`src/rtl/bme_pkg.sv`:
```
// package for the byte modular exponentiation block
// holds configuration codes, reset values and the controller/datapath structs
// no dependencies
`timescale 1ns / 1ps

package bme_pkg;

    localparam int IN_W       = 8;
    localparam int OUT_W      = 16;
    localparam int CFG_IDX_W  = 2;
    localparam int CFG_DATA_W = 16;

    typedef logic [CFG_IDX_W-1:0] t_cfg_idx;

    localparam t_cfg_idx CFG_MODULUS  = t_cfg_idx'(0);
    localparam t_cfg_idx CFG_EXPONENT = t_cfg_idx'(1);

    localparam logic [CFG_DATA_W-1:0] MODULUS_RESET  = 16'd15943;
    localparam logic [CFG_DATA_W-1:0] EXPONENT_RESET = 16'd235;

    // commands from controller to datapath
    typedef struct packed {
        logic load;      // take a new request: acc = 1, sq = byte, exponent copy
        logic mul;       // form acc*sq and sq*sq
        logic step;      // one shift-subtract step of both reductions
        logic next;      // commit remainders, advance to the next exponent bit
        logic out_load;  // move the final value to the output register
    } t_cmd;

    // status from datapath to controller
    typedef struct packed {
        logic exp_zero;
        logic mod_small;
    } t_sts;

endpackage

```
`src/rtl/bme_datapath.sv`:
```
// datapath: configuration registers, two multipliers and two bit-serial remainder units
// depends on bme_pkg
`timescale 1ns / 1ps

module bme_datapath #(
    parameter int MOD_WIDTH = 16,
    parameter int EXP_WIDTH = 16
) (
    input  logic                         i_clk,
    input  logic                         i_rst_n,
    input  logic                         i_cfg_we,
    input  bme_pkg::t_cfg_idx            i_cfg_index,
    input  logic [bme_pkg::CFG_DATA_W-1:0] i_cfg_data,
    input  logic [bme_pkg::IN_W-1:0]     i_plain_byte,
    input  bme_pkg::t_cmd                i_cmd,
    output bme_pkg::t_sts                o_sts,
    output logic [MOD_WIDTH-1:0]         o_result
);

    localparam int PW = 2 * MOD_WIDTH;

    logic [bme_pkg::CFG_DATA_W-1:0] r_modulus;
    logic [bme_pkg::CFG_DATA_W-1:0] r_exponent;

    logic [MOD_WIDTH-1:0] r_acc;
    logic [MOD_WIDTH-1:0] r_sq;
    logic [EXP_WIDTH-1:0] r_exp;
    logic [PW-1:0]        r_pa;
    logic [PW-1:0]        r_ps;
    logic [MOD_WIDTH-1:0] r_ra;
    logic [MOD_WIDTH-1:0] r_rs;

    logic [MOD_WIDTH-1:0] w_m;
    logic [EXP_WIDTH-1:0] w_e;
    logic [MOD_WIDTH:0]   w_m_ext;
    logic [MOD_WIDTH:0]   w_ra_t;
    logic [MOD_WIDTH:0]   w_rs_t;
    logic [MOD_WIDTH:0]   n_ra;
    logic [MOD_WIDTH:0]   n_rs;

    always_ff @(posedge i_clk) begin
        if (!i_rst_n) begin
            r_modulus  <= bme_pkg::MODULUS_RESET;
            r_exponent <= bme_pkg::EXPONENT_RESET;
        end else if (i_cfg_we) begin
            unique case (i_cfg_index)
                bme_pkg::CFG_MODULUS:  r_modulus  <= i_cfg_data;
                bme_pkg::CFG_EXPONENT: r_exponent <= i_cfg_data;
                default: ;
            endcase
        end
    end

    assign w_m     = MOD_WIDTH'(r_modulus);
    assign w_e     = EXP_WIDTH'(r_exponent);
    assign w_m_ext = {1'b0, w_m};

    assign o_sts.exp_zero  = (w_e == '0);
    assign o_sts.mod_small = (w_m < MOD_WIDTH'(2));

    // remainder stays below m, so the shifted value stays below 2m
    assign w_ra_t = {r_ra, r_pa[PW-1]};
    assign w_rs_t = {r_rs, r_ps[PW-1]};

    always_comb begin
        n_ra = (w_ra_t >= w_m_ext) ? (w_ra_t - w_m_ext) : w_ra_t;
        n_rs = (w_rs_t >= w_m_ext) ? (w_rs_t - w_m_ext) : w_rs_t;
    end

    // the byte goes in unreduced: every use of it passes through a reduction
    always_ff @(posedge i_clk) begin
        if (i_cmd.load) begin
            r_acc <= MOD_WIDTH'(1);
            r_sq  <= MOD_WIDTH'(i_plain_byte);
            r_exp <= w_e;
        end else if (i_cmd.next) begin
            if (r_exp[0]) begin
                r_acc <= r_ra;
            end
            r_sq  <= r_rs;
            r_exp <= r_exp >> 1;
        end
    end

    always_ff @(posedge i_clk) begin
        if (i_cmd.mul) begin
            r_pa <= PW'(r_acc) * PW'(r_sq);
            r_ps <= PW'(r_sq) * PW'(r_sq);
            r_ra <= '0;
            r_rs <= '0;
        end else if (i_cmd.step) begin
            r_pa <= r_pa << 1;
            r_ps <= r_ps << 1;
            r_ra <= n_ra[MOD_WIDTH-1:0];
            r_rs <= n_rs[MOD_WIDTH-1:0];
        end
    end

    always_comb begin
        if (o_sts.exp_zero) begin
            o_result = MOD_WIDTH'(1);
        end else if (o_sts.mod_small) begin
            o_result = '0;
        end else begin
            o_result = r_acc;
        end
    end

endmodule

```
`src/rtl/bme_ctrl.sv`:
```
// controller: sequences multiply, reduction and bit-advance steps for one request
// depends on bme_pkg
`timescale 1ns / 1ps

module bme_ctrl #(
    parameter int MOD_WIDTH = 16,
    parameter int EXP_WIDTH = 16
) (
    input  logic          i_clk,
    input  logic          i_rst_n,
    input  logic          i_in_valid,
    input  logic          i_out_free,
    input  bme_pkg::t_sts i_sts,
    output bme_pkg::t_cmd o_cmd,
    output logic          o_ready
);

    localparam int RCW = $clog2(2 * MOD_WIDTH);
    localparam int BCW = $clog2(EXP_WIDTH + 1);
    localparam logic [RCW-1:0] RED_LAST = RCW'(2 * MOD_WIDTH - 1);
    localparam logic [BCW-1:0] BIT_LAST = BCW'(EXP_WIDTH - 1);

    typedef enum logic [2:0] {
        S_IDLE,
        S_MUL,
        S_RED,
        S_NEXT,
        S_FIN
    } t_state;

    t_state          r_state;
    logic [RCW-1:0]  r_rcnt;
    logic [BCW-1:0]  r_bcnt;

    always_ff @(posedge i_clk) begin
        if (!i_rst_n) begin
            r_state <= S_IDLE;
            r_rcnt  <= '0;
            r_bcnt  <= '0;
        end else begin
            unique case (r_state)
                S_IDLE: begin
                    if (i_in_valid) begin
                        r_bcnt  <= '0;
                        r_state <= (i_sts.exp_zero || i_sts.mod_small) ? S_FIN : S_MUL;
                    end
                end
                S_MUL: begin
                    r_rcnt  <= '0;
                    r_state <= S_RED;
                end
                S_RED: begin
                    r_rcnt <= r_rcnt + RCW'(1);
                    if (r_rcnt == RED_LAST) begin
                        r_state <= S_NEXT;
                    end
                end
                S_NEXT: begin
                    r_bcnt <= r_bcnt + BCW'(1);
                    r_state <= (r_bcnt == BIT_LAST) ? S_FIN : S_MUL;
                end
                S_FIN: begin
                    if (i_out_free) begin
                        r_state <= S_IDLE;
                    end
                end
                default: r_state <= S_IDLE;
            endcase
        end
    end

    assign o_ready = (r_state == S_IDLE);

    always_comb begin
        o_cmd          = '0;
        o_cmd.load     = (r_state == S_IDLE) && i_in_valid;
        o_cmd.mul      = (r_state == S_MUL);
        o_cmd.step     = (r_state == S_RED);
        o_cmd.next     = (r_state == S_NEXT);
        o_cmd.out_load = (r_state == S_FIN) && i_out_free;
    end

endmodule

```
`src/rtl/byte_modexp_encrypt_top.sv`:
```
// top level of the byte modular exponentiation block: controller, datapath, output register
// depends on bme_pkg, bme_ctrl, bme_datapath
`timescale 1ns / 1ps

// Raises each plaintext byte to the configured exponent modulo the configured modulus,
// right-to-left square-and-multiply, one request at a time. A request holds the block
// from its acceptance until its result is written to the output register, a write that
// waits while the result held there is stalled; the next byte is accepted after that.
// Each of the EXP_WIDTH exponent bits takes a multiply step, a shift-subtract step of
// the remainder units for each of the 2 * MOD_WIDTH product bits and a step to commit
// the remainders. An exponent of zero, or a modulus below two, skips these steps. The
// next byte is taken while a finished result still waits in the output register. A
// second finished result waits in the controller until the output register is free.
// Write configuration only while the block is idle.
module byte_modexp_encrypt_top #(
    parameter int MOD_WIDTH = 16,
    parameter int EXP_WIDTH = 16
) (
    input  logic                           i_clk,
    input  logic                           i_rst_n,
    input  logic                           i_cfg_we,
    input  logic [bme_pkg::CFG_IDX_W-1:0]  i_cfg_index,
    input  logic [bme_pkg::CFG_DATA_W-1:0] i_cfg_data,
    input  logic                           i_in_valid,
    output logic                           o_in_stall,
    input  logic [bme_pkg::IN_W-1:0]       i_plain_byte,
    output logic                           o_out_valid,
    input  logic                           i_out_stall,
    output logic [bme_pkg::OUT_W-1:0]      o_cipher_value
);

    bme_pkg::t_cmd        w_cmd;
    bme_pkg::t_sts        w_sts;
    logic [MOD_WIDTH-1:0] w_result;
    logic                 w_ready;
    logic                 w_out_free;

    logic                        r_out_valid;
    logic [bme_pkg::OUT_W-1:0]   r_cipher;

    assign w_out_free = !r_out_valid || !i_out_stall;

    bme_ctrl #(
        .MOD_WIDTH (MOD_WIDTH),
        .EXP_WIDTH (EXP_WIDTH)
    ) u_ctrl (
        .i_clk      (i_clk),
        .i_rst_n    (i_rst_n),
        .i_in_valid (i_in_valid),
        .i_out_free (w_out_free),
        .i_sts      (w_sts),
        .o_cmd      (w_cmd),
        .o_ready    (w_ready)
    );

    bme_datapath #(
        .MOD_WIDTH (MOD_WIDTH),
        .EXP_WIDTH (EXP_WIDTH)
    ) u_datapath (
        .i_clk        (i_clk),
        .i_rst_n      (i_rst_n),
        .i_cfg_we     (i_cfg_we),
        .i_cfg_index  (bme_pkg::t_cfg_idx'(i_cfg_index)),
        .i_cfg_data   (i_cfg_data),
        .i_plain_byte (i_plain_byte),
        .i_cmd        (w_cmd),
        .o_sts        (w_sts),
        .o_result     (w_result)
    );

    always_ff @(posedge i_clk) begin
        if (!i_rst_n) begin
            r_out_valid <= 1'b0;
        end else if (w_cmd.out_load) begin
            r_out_valid <= 1'b1;
        end else if (!i_out_stall) begin
            r_out_valid <= 1'b0;
        end
    end

    always_ff @(posedge i_clk) begin
        if (w_cmd.out_load) begin
            r_cipher <= bme_pkg::OUT_W'(w_result);
        end
    end

    assign o_in_stall     = !w_ready;
    assign o_out_valid    = r_out_valid;
    assign o_cipher_value = r_cipher;

`ifndef NO_ASSERTIONS
    // a finished value must never overwrite one still waiting
    a_no_overwrite: assert property (@(posedge i_clk) disable iff (!i_rst_n)
        w_cmd.out_load |-> (!r_out_valid || !i_out_stall))
        else $error("output register overwritten while stalled");

    // one request at a time: an accepted byte closes the input
    a_busy_after_accept: assert property (@(posedge i_clk) disable iff (!i_rst_n)
        (i_in_valid && !o_in_stall) |=> o_in_stall)
        else $error("input not stalled after acceptance");

    // a result only appears after the controller hands one over
    a_valid_source: assert property (@(posedge i_clk) disable iff (!i_rst_n)
        $rose(o_out_valid) |-> $past(w_cmd.out_load))
        else $error("output valid without a finished request");
`endif

endmodule

```
`config.mk`:
```
export PLATFORM = sky130hd
export DESIGN_NAME = byte_modexp_encrypt_top
export DESIGN_NICKNAME = d
export VERILOG_FILES = /design/src/rtl/bme_pkg.sv /design/src/rtl/bme_datapath.sv /design/src/rtl/bme_ctrl.sv /design/src/rtl/byte_modexp_encrypt_top.sv
export SDC_FILE = /design/constraint.sdc
export NUM_CORES = 2
export LEC_CHECK = 0
export BUFFER_PORTS_ARGS = -buffer_cell sky130_fd_sc_hd__buf_2
export CAP_MARGIN = 10
export CORE_MARGIN = 3
export CORE_UTILIZATION = 55
export DETAILED_ROUTE_END_ITERATION = 8
export PLACE_DENSITY = 0.74
export SLEW_MARGIN = 10
export SYNTH_ARGS = -nofsm -noshare
export SYNTH_HDL_FRONTEND = slang
export SYNTH_SLANG_ARGS = --single-unit
```
`constraint.sdc`:
```
create_clock -name i_clk -period 15.6 [get_ports i_clk]
set_input_delay 3.9 -clock i_clk [delete_from_list [all_inputs] [get_ports i_clk]]
set_output_delay 3.9 -clock i_clk [all_outputs]
set_load 0.01 [all_outputs]
```
After elaboration in Yosys (flattened, before gate mapping)
Cells that the tools add are included.
{ "totals": {"register_bits": 206, "output_inout_bits": 18} }
{ "op_classes": {"add_sub_neg": 4, "multipliers": 2, "n_lt_le_gt_ge": 3, "n_eq_ne": 11, "mux": 22, "reduce_logical": 19} }
{ "ops": {"columns": ["cell", "count"], "rows": [
  ["two-way mux 32 bit", 4],
  ["multiplier 16 x 16 -> 32 bit", 2],
  ["two-way mux 16 bit", 4],
  ["greater-or-equal comparator 17 x 16 -> 1 bit", 2],
  ["subtractor 16 bit", 2],
  ["one-hot mux 5 bit (2 select lines)", 2],
  ["zero test 16 bit", 1],
  ["< comparator 16 x 2 -> 1 bit, second input constant", 1],
  ["two-way mux 8 bit", 2],
  ["two-way mux 3 bit", 5],
  ["one-hot mux 3 bit (5 select lines)", 1],
  ["adder 5 x 1 -> 5 bit, second input constant", 2],
  ["AND reduction 2 bit", 4],
  ["equality test 3 x 2 -> 1 bit, second input constant", 2],
  ["nonzero test 2 bit", 3],
  ["equality test 5 x 4 -> 1 bit, second input constant", 1],
  ["equality test 5 bit, second input constant", 1],
  ["two-way mux 5 bit", 1],
  ["!= test 2 x 1 -> 1 bit, second input constant", 2],
  ["!= test 2 bit, second input constant", 2],
  ["equality test 3 x 1 -> 1 bit, second input constant", 1],
  ["equality test 3 bit, second input constant", 1],
  ["zero test 1 bit", 3],
  ["zero test 3 bit", 1],
  ["other kinds (7)", 11]
]} }

Longest topological paths before layout
{ "depth": {"ltp_word": 5, "depth_mapped": 25} }

By module
From an unflattened synthesis, not the netlist that was laid out.
{ "unflattened": {"cells_unflattened": 2884, "area_unflattened_um2": 26202.6} }
{ "modules_own_cells": {"columns": ["module", "instances", "cells_per_inst", "area_per_inst_um2", "seq_area_each_um2"], "rows": [
  ["bme_datapath", 1, 2771, 24946.4, 4404.2],
  ["bme_ctrl", 1, 92, 737.0, 260.2],
  ["byte_modexp_encrypt_top", 1, 21, 519.2, 500.5]
]} }

Worst setup path after synthesis
No wires, ideal clock.
{ "synth_timing": {"path_kind": "reg-to-reg", "start": "register u_datapath.r_sq[3]", "end": "register u_datapath.r_ps[20], data pin", "arrival_time_ps": 5999, "required_ps": 15333, "setup_slack_ps": 9334, "stages_incl_launch_ff": 26, "period_less_slack_ps": 6266, "cell_sequence": "edfxtp_1 > clkbuf_1 > clkbuf_1 > nand2_1 > inv_1 > fa_1 > inv_1 > fa_1 > inv_1 > fa_1 > inv_1 > fa_1 > inv_1 > fa_1 > inv_1 > fa_1 > inv_1 > ha_1 > a21oi_1 > o21ai_0 > a211o_1 > o21ai_0 > or3b_2 > a21oi_1 > xor2_1 > o21ai_0"} }
{ "synth_between": {"elab_chain_len": 2} }
{ "synth_rtl": {"columns": ["element", "line_no", "source"], "rows": [
  ["start, declared", "bme_datapath.sv:26", "logic [MOD_WIDTH-1:0] r_sq;"],
  ["start signal, assigned", "bme_datapath.sv:74", "r_sq <= MOD_WIDTH'(i_plain_byte);"],
  ["start signal, assigned", "bme_datapath.sv:80", "r_sq <= r_rs;"],
  ["multiplier 16 x 16 -> 32 bit", "bme_datapath.sv:88", "r_ps <= PW'(r_sq) * PW'(r_sq);"],
  ["two-way mux 32 bit", "bme_datapath.sv:86", "if (i_cmd.mul) begin"],
  ["end signal, assigned", "bme_datapath.sv:88", null],
  ["end signal, assigned", "bme_datapath.sv:93", "r_ps <= r_ps << 1;"],
  ["end, declared", "bme_datapath.sv:29", "logic [PW-1:0] r_ps;"]
]} }
Every way passes these cells.
A chain may end at the register's enable or synchronous reset.

Final worst setup path
{ "layout_timing": {"start": "register u_datapath.r_sq[3]", "end": "register u_datapath.r_ps[30], data pin"} }
Same word-level chain as after synthesis.

==> flow_metrics.tcl <==
set metrics [dict create \
    clockBufferDepth 3 \
    finalMaxSlewViolations 0 \
    hold_viol 0 \
    grt_pass1_vias 20100 \
    synthTopCellsByArea "fa_1 (28%), edfxtp_1 (12%), ha_1 (12%)" \
    die-area_sq_um 49300 \
    hpwl_microns 45600 \
    skew_ns 0.0235 \
    worstSkewPairLatency_ns 0.58 \
    synth_edf_count 104 \
    io_pins 49 \
    cp.arrival_ns 7.48 \
    grt_pass1_wl_microns 99600 \
    grt_usage_pct 24.4 \
    path_clk_slew_ns 0.06 \
    multi_input_area_sq_um 18100 \
    start_util_pct 56.1 \
    final_area_sq_um 27200 \
    fin_nets 3503 \
    clock_sinks 206 \
    drt_iter0_markers 1512 \
    cts_tree "done" \
    relSlewSlack_pct 20.8 \
    final_common_cell "nand2_1" \
    status "completed" \
    post_drt_via_cell_ratio 5.56 \
    irDropWorstVdd_mv 0.111 \
    worstSetupEndpointType "flop" \
    n_antenna_cell 0 \
    ctsRootBufferMaster "clkbuf_16" \
    antenna_found_initial 1 \
    routed_wl_microns 59400 \
    die_w_microns 222 \
    synth-main-ff-cell "edfxtp_1" \
    final_cell_mix "nand2_1 (543), inv_1 (513), fa_1 (358), ha_1 (242), and2_1 (163)" \
    tightestPinTransition_ns 1.18 \
    path_class "flop to flop" \
    coreArea_sq_um 45800 \
    synthToLayoutAreaGrowth_pct 6.17 \
    fmax_mhz 139 \
    grt_start_max_net_pins 84 \
    hold_class "flop to flop" \
    drcViolationCount 0 \
    synth_top_area_cell "fa_1" \
    power.leakage_nw 13.5 \
    async_reset_ff_share_pct 0 \
    period_needed_ns 7.18 \
    cts_buffers 26 \
    rsz0062_at_grt "false" \
    regArea_sq_um 5160 \
    ys_ff_latch 206 \
    ys_seq_area_share_pct 20.1 \
    power.density_nw_per_um2 98.0 \
    rows 78 \
    post_cts_resized 0 \
    cap_viol_max_count 0 \
    synth_cells 2907 \
    synth_cell_types 75 \
    post_dp_cell_area_sq_um 26300 \
    required_ns 15.90 \
    ant_nets 0 \
    drt-pass1-iter-count 6 \
    setup-violations-final 0 \
    wl_per_cell_microns 17.0 \
    gr-total-overflow 0 \
    die_h_microns 222 \
    tns_ns 0 \
    post_cts.repair.setup_buffers 0 \
    h-tree-depth 1 \
    hold_buffers 0 \
    fin_crit_sh_pct 46.0 \
    vias 19400 \
    gp_congestion 0.897 \
    mappedNetlistArea_sq_um 25700 \
    port_buffers 48 \
    synth_top_area_share_pct 27.9 \
    critPathLaunchType "flop" \
    path_max_fanout 29 \
    drive_gt1_share_pct 4.88 \
    synth.avg_cell_area_sq_um 8.83 \
    yosysWarnings 0 \
    syn_nets 3538 \
    nFillCells 3898 \
]
[power breakdown]
part           switching, W  internal (W)
sequential        0.0000906      0.000730
clock              0.000260      0.000378
combinational      0.000754      0.000456
total               0.00111       0.00156
[logic make-up after synthesis]
group / after synthesis / synth area share, %
xor+xnor: 83 / 2.83
fa+ha+maj: 600 / 39.7
mux: 16 / 0.629
simple gates: 945 / 17.0
flops: 206 / 20.1
compound gates: 409 / 10.1
buf+inv: 648 / 9.49
[worst max-delay path: stages (launching register included)]
cell,delay (ns)
edfxtp_1,1.07
inv_1,0.37
nor2_1,0.27
ha_1,0.29
xor2_1,0.20
fa_1,0.55
inv_1,0.06
fa_1,0.48
fa_1,0.50
fa_1,0.49
inv_1,0.05
fa_1,0.47
inv_1,0.04
ha_1,0.33
and3_1,0.22
a211o_1,0.28
a2111oi_2,0.51
o21bai_1,0.15
a21boi_0,0.29
xor2_1,0.19
o21ai_0,0.09
[through the flow]
step	cells	hold slack, ns	total power [W]	utilization (%)	setup slack [ns]
2_1_floorplan	2907	0.424	0.00174	-	9.33
3_3_place_gp	3444	0.444	0.00200	57.5	8.72
3_5_place_dp	3444	0.447	0.00204	57.5	8.57
4_1_cts	3492	0.455	0.00269	59.5	8.54
5_1_grt	3492	0.476	0.00289	59.5	8.10
6_report	3492	0.454	0.00267	59.5	8.42
[layer usage]
metal	share of wire, %	up-vias	track usage [%]
li1	-	9153	-
met5	0.012	-	0
met1	42	9497	32.2
met2	47	598	40.3
met4	4.0	2	9.14
met3	7.2	171	4.79
[worst paths after layout]
path | end | startpoint | slack, ns | cells after the start
hold reg to reg | u_datapath.r_sq[10]$_SDFFE_PP0P_ | u_datapath.r_sq[10]$_SDFFE_PP0P_ | 0.45 | 2
setup reg to reg | u_datapath.r_ps[30]$_DFFE_PP_ | u_datapath.r_sq[3]$_DFFE_PP_ | 8.42 | 20
setup / recovery | u_datapath.r_ps[30]$_DFFE_PP_ | u_datapath.r_sq[3]$_DFFE_PP_ | 8.42 | 20
hold / removal | u_datapath.r_sq[10]$_SDFFE_PP0P_ | u_datapath.r_sq[10]$_SDFFE_PP0P_ | 0.45 | 2
[registers in the layout, summed over array words and instances, names as in the netlist]
register	flops
o_cipher_value	16
o_out_valid	1
u_ctrl.r_bcnt	5
u_ctrl.r_rcnt	5
u_ctrl.r_state	3
u_datapath.r_acc	16
u_datapath.r_exp	16
u_datapath.r_exponent	16
u_datapath.r_modulus	16
u_datapath.r_pa	32
u_datapath.r_ps	32
u_datapath.r_ra	16
u_datapath.r_rs	16
u_datapath.r_sq	16
[Yosys cell counts (all sizes together) (5+ instances only)]
cell type and instances:
nand2 544, inv 515, fa 358, ha 242, and2 165, o21ai 133
clkbuf 128, edfxtp 104, dfxtp 102, a21oi 93, nor2 66, xnor2 47
xor2 36, nand3 35, a21o 34, and3 28, a21boi 24, nor3 20
o211ai 20, nor2b 18, a31oi 17, nand4 16, mux2i 15, a211oi 12
a22o 10, nor4 10, o21bai 10, o31ai 10, nand2b 8, o21a 8
or3 8, nor3b 6, a311oi 5, or3b 5
[cell type report]
type	count	area share, %
clock buffer	34	2.77
timing repair buffer	69	1.46
inverter	516	7.11
multi-input combinational	2053	66.4
clock inverter	14	0.574
tap	600	2.76
sequential	206	19.0
Power figures use the tool's default switching activity.
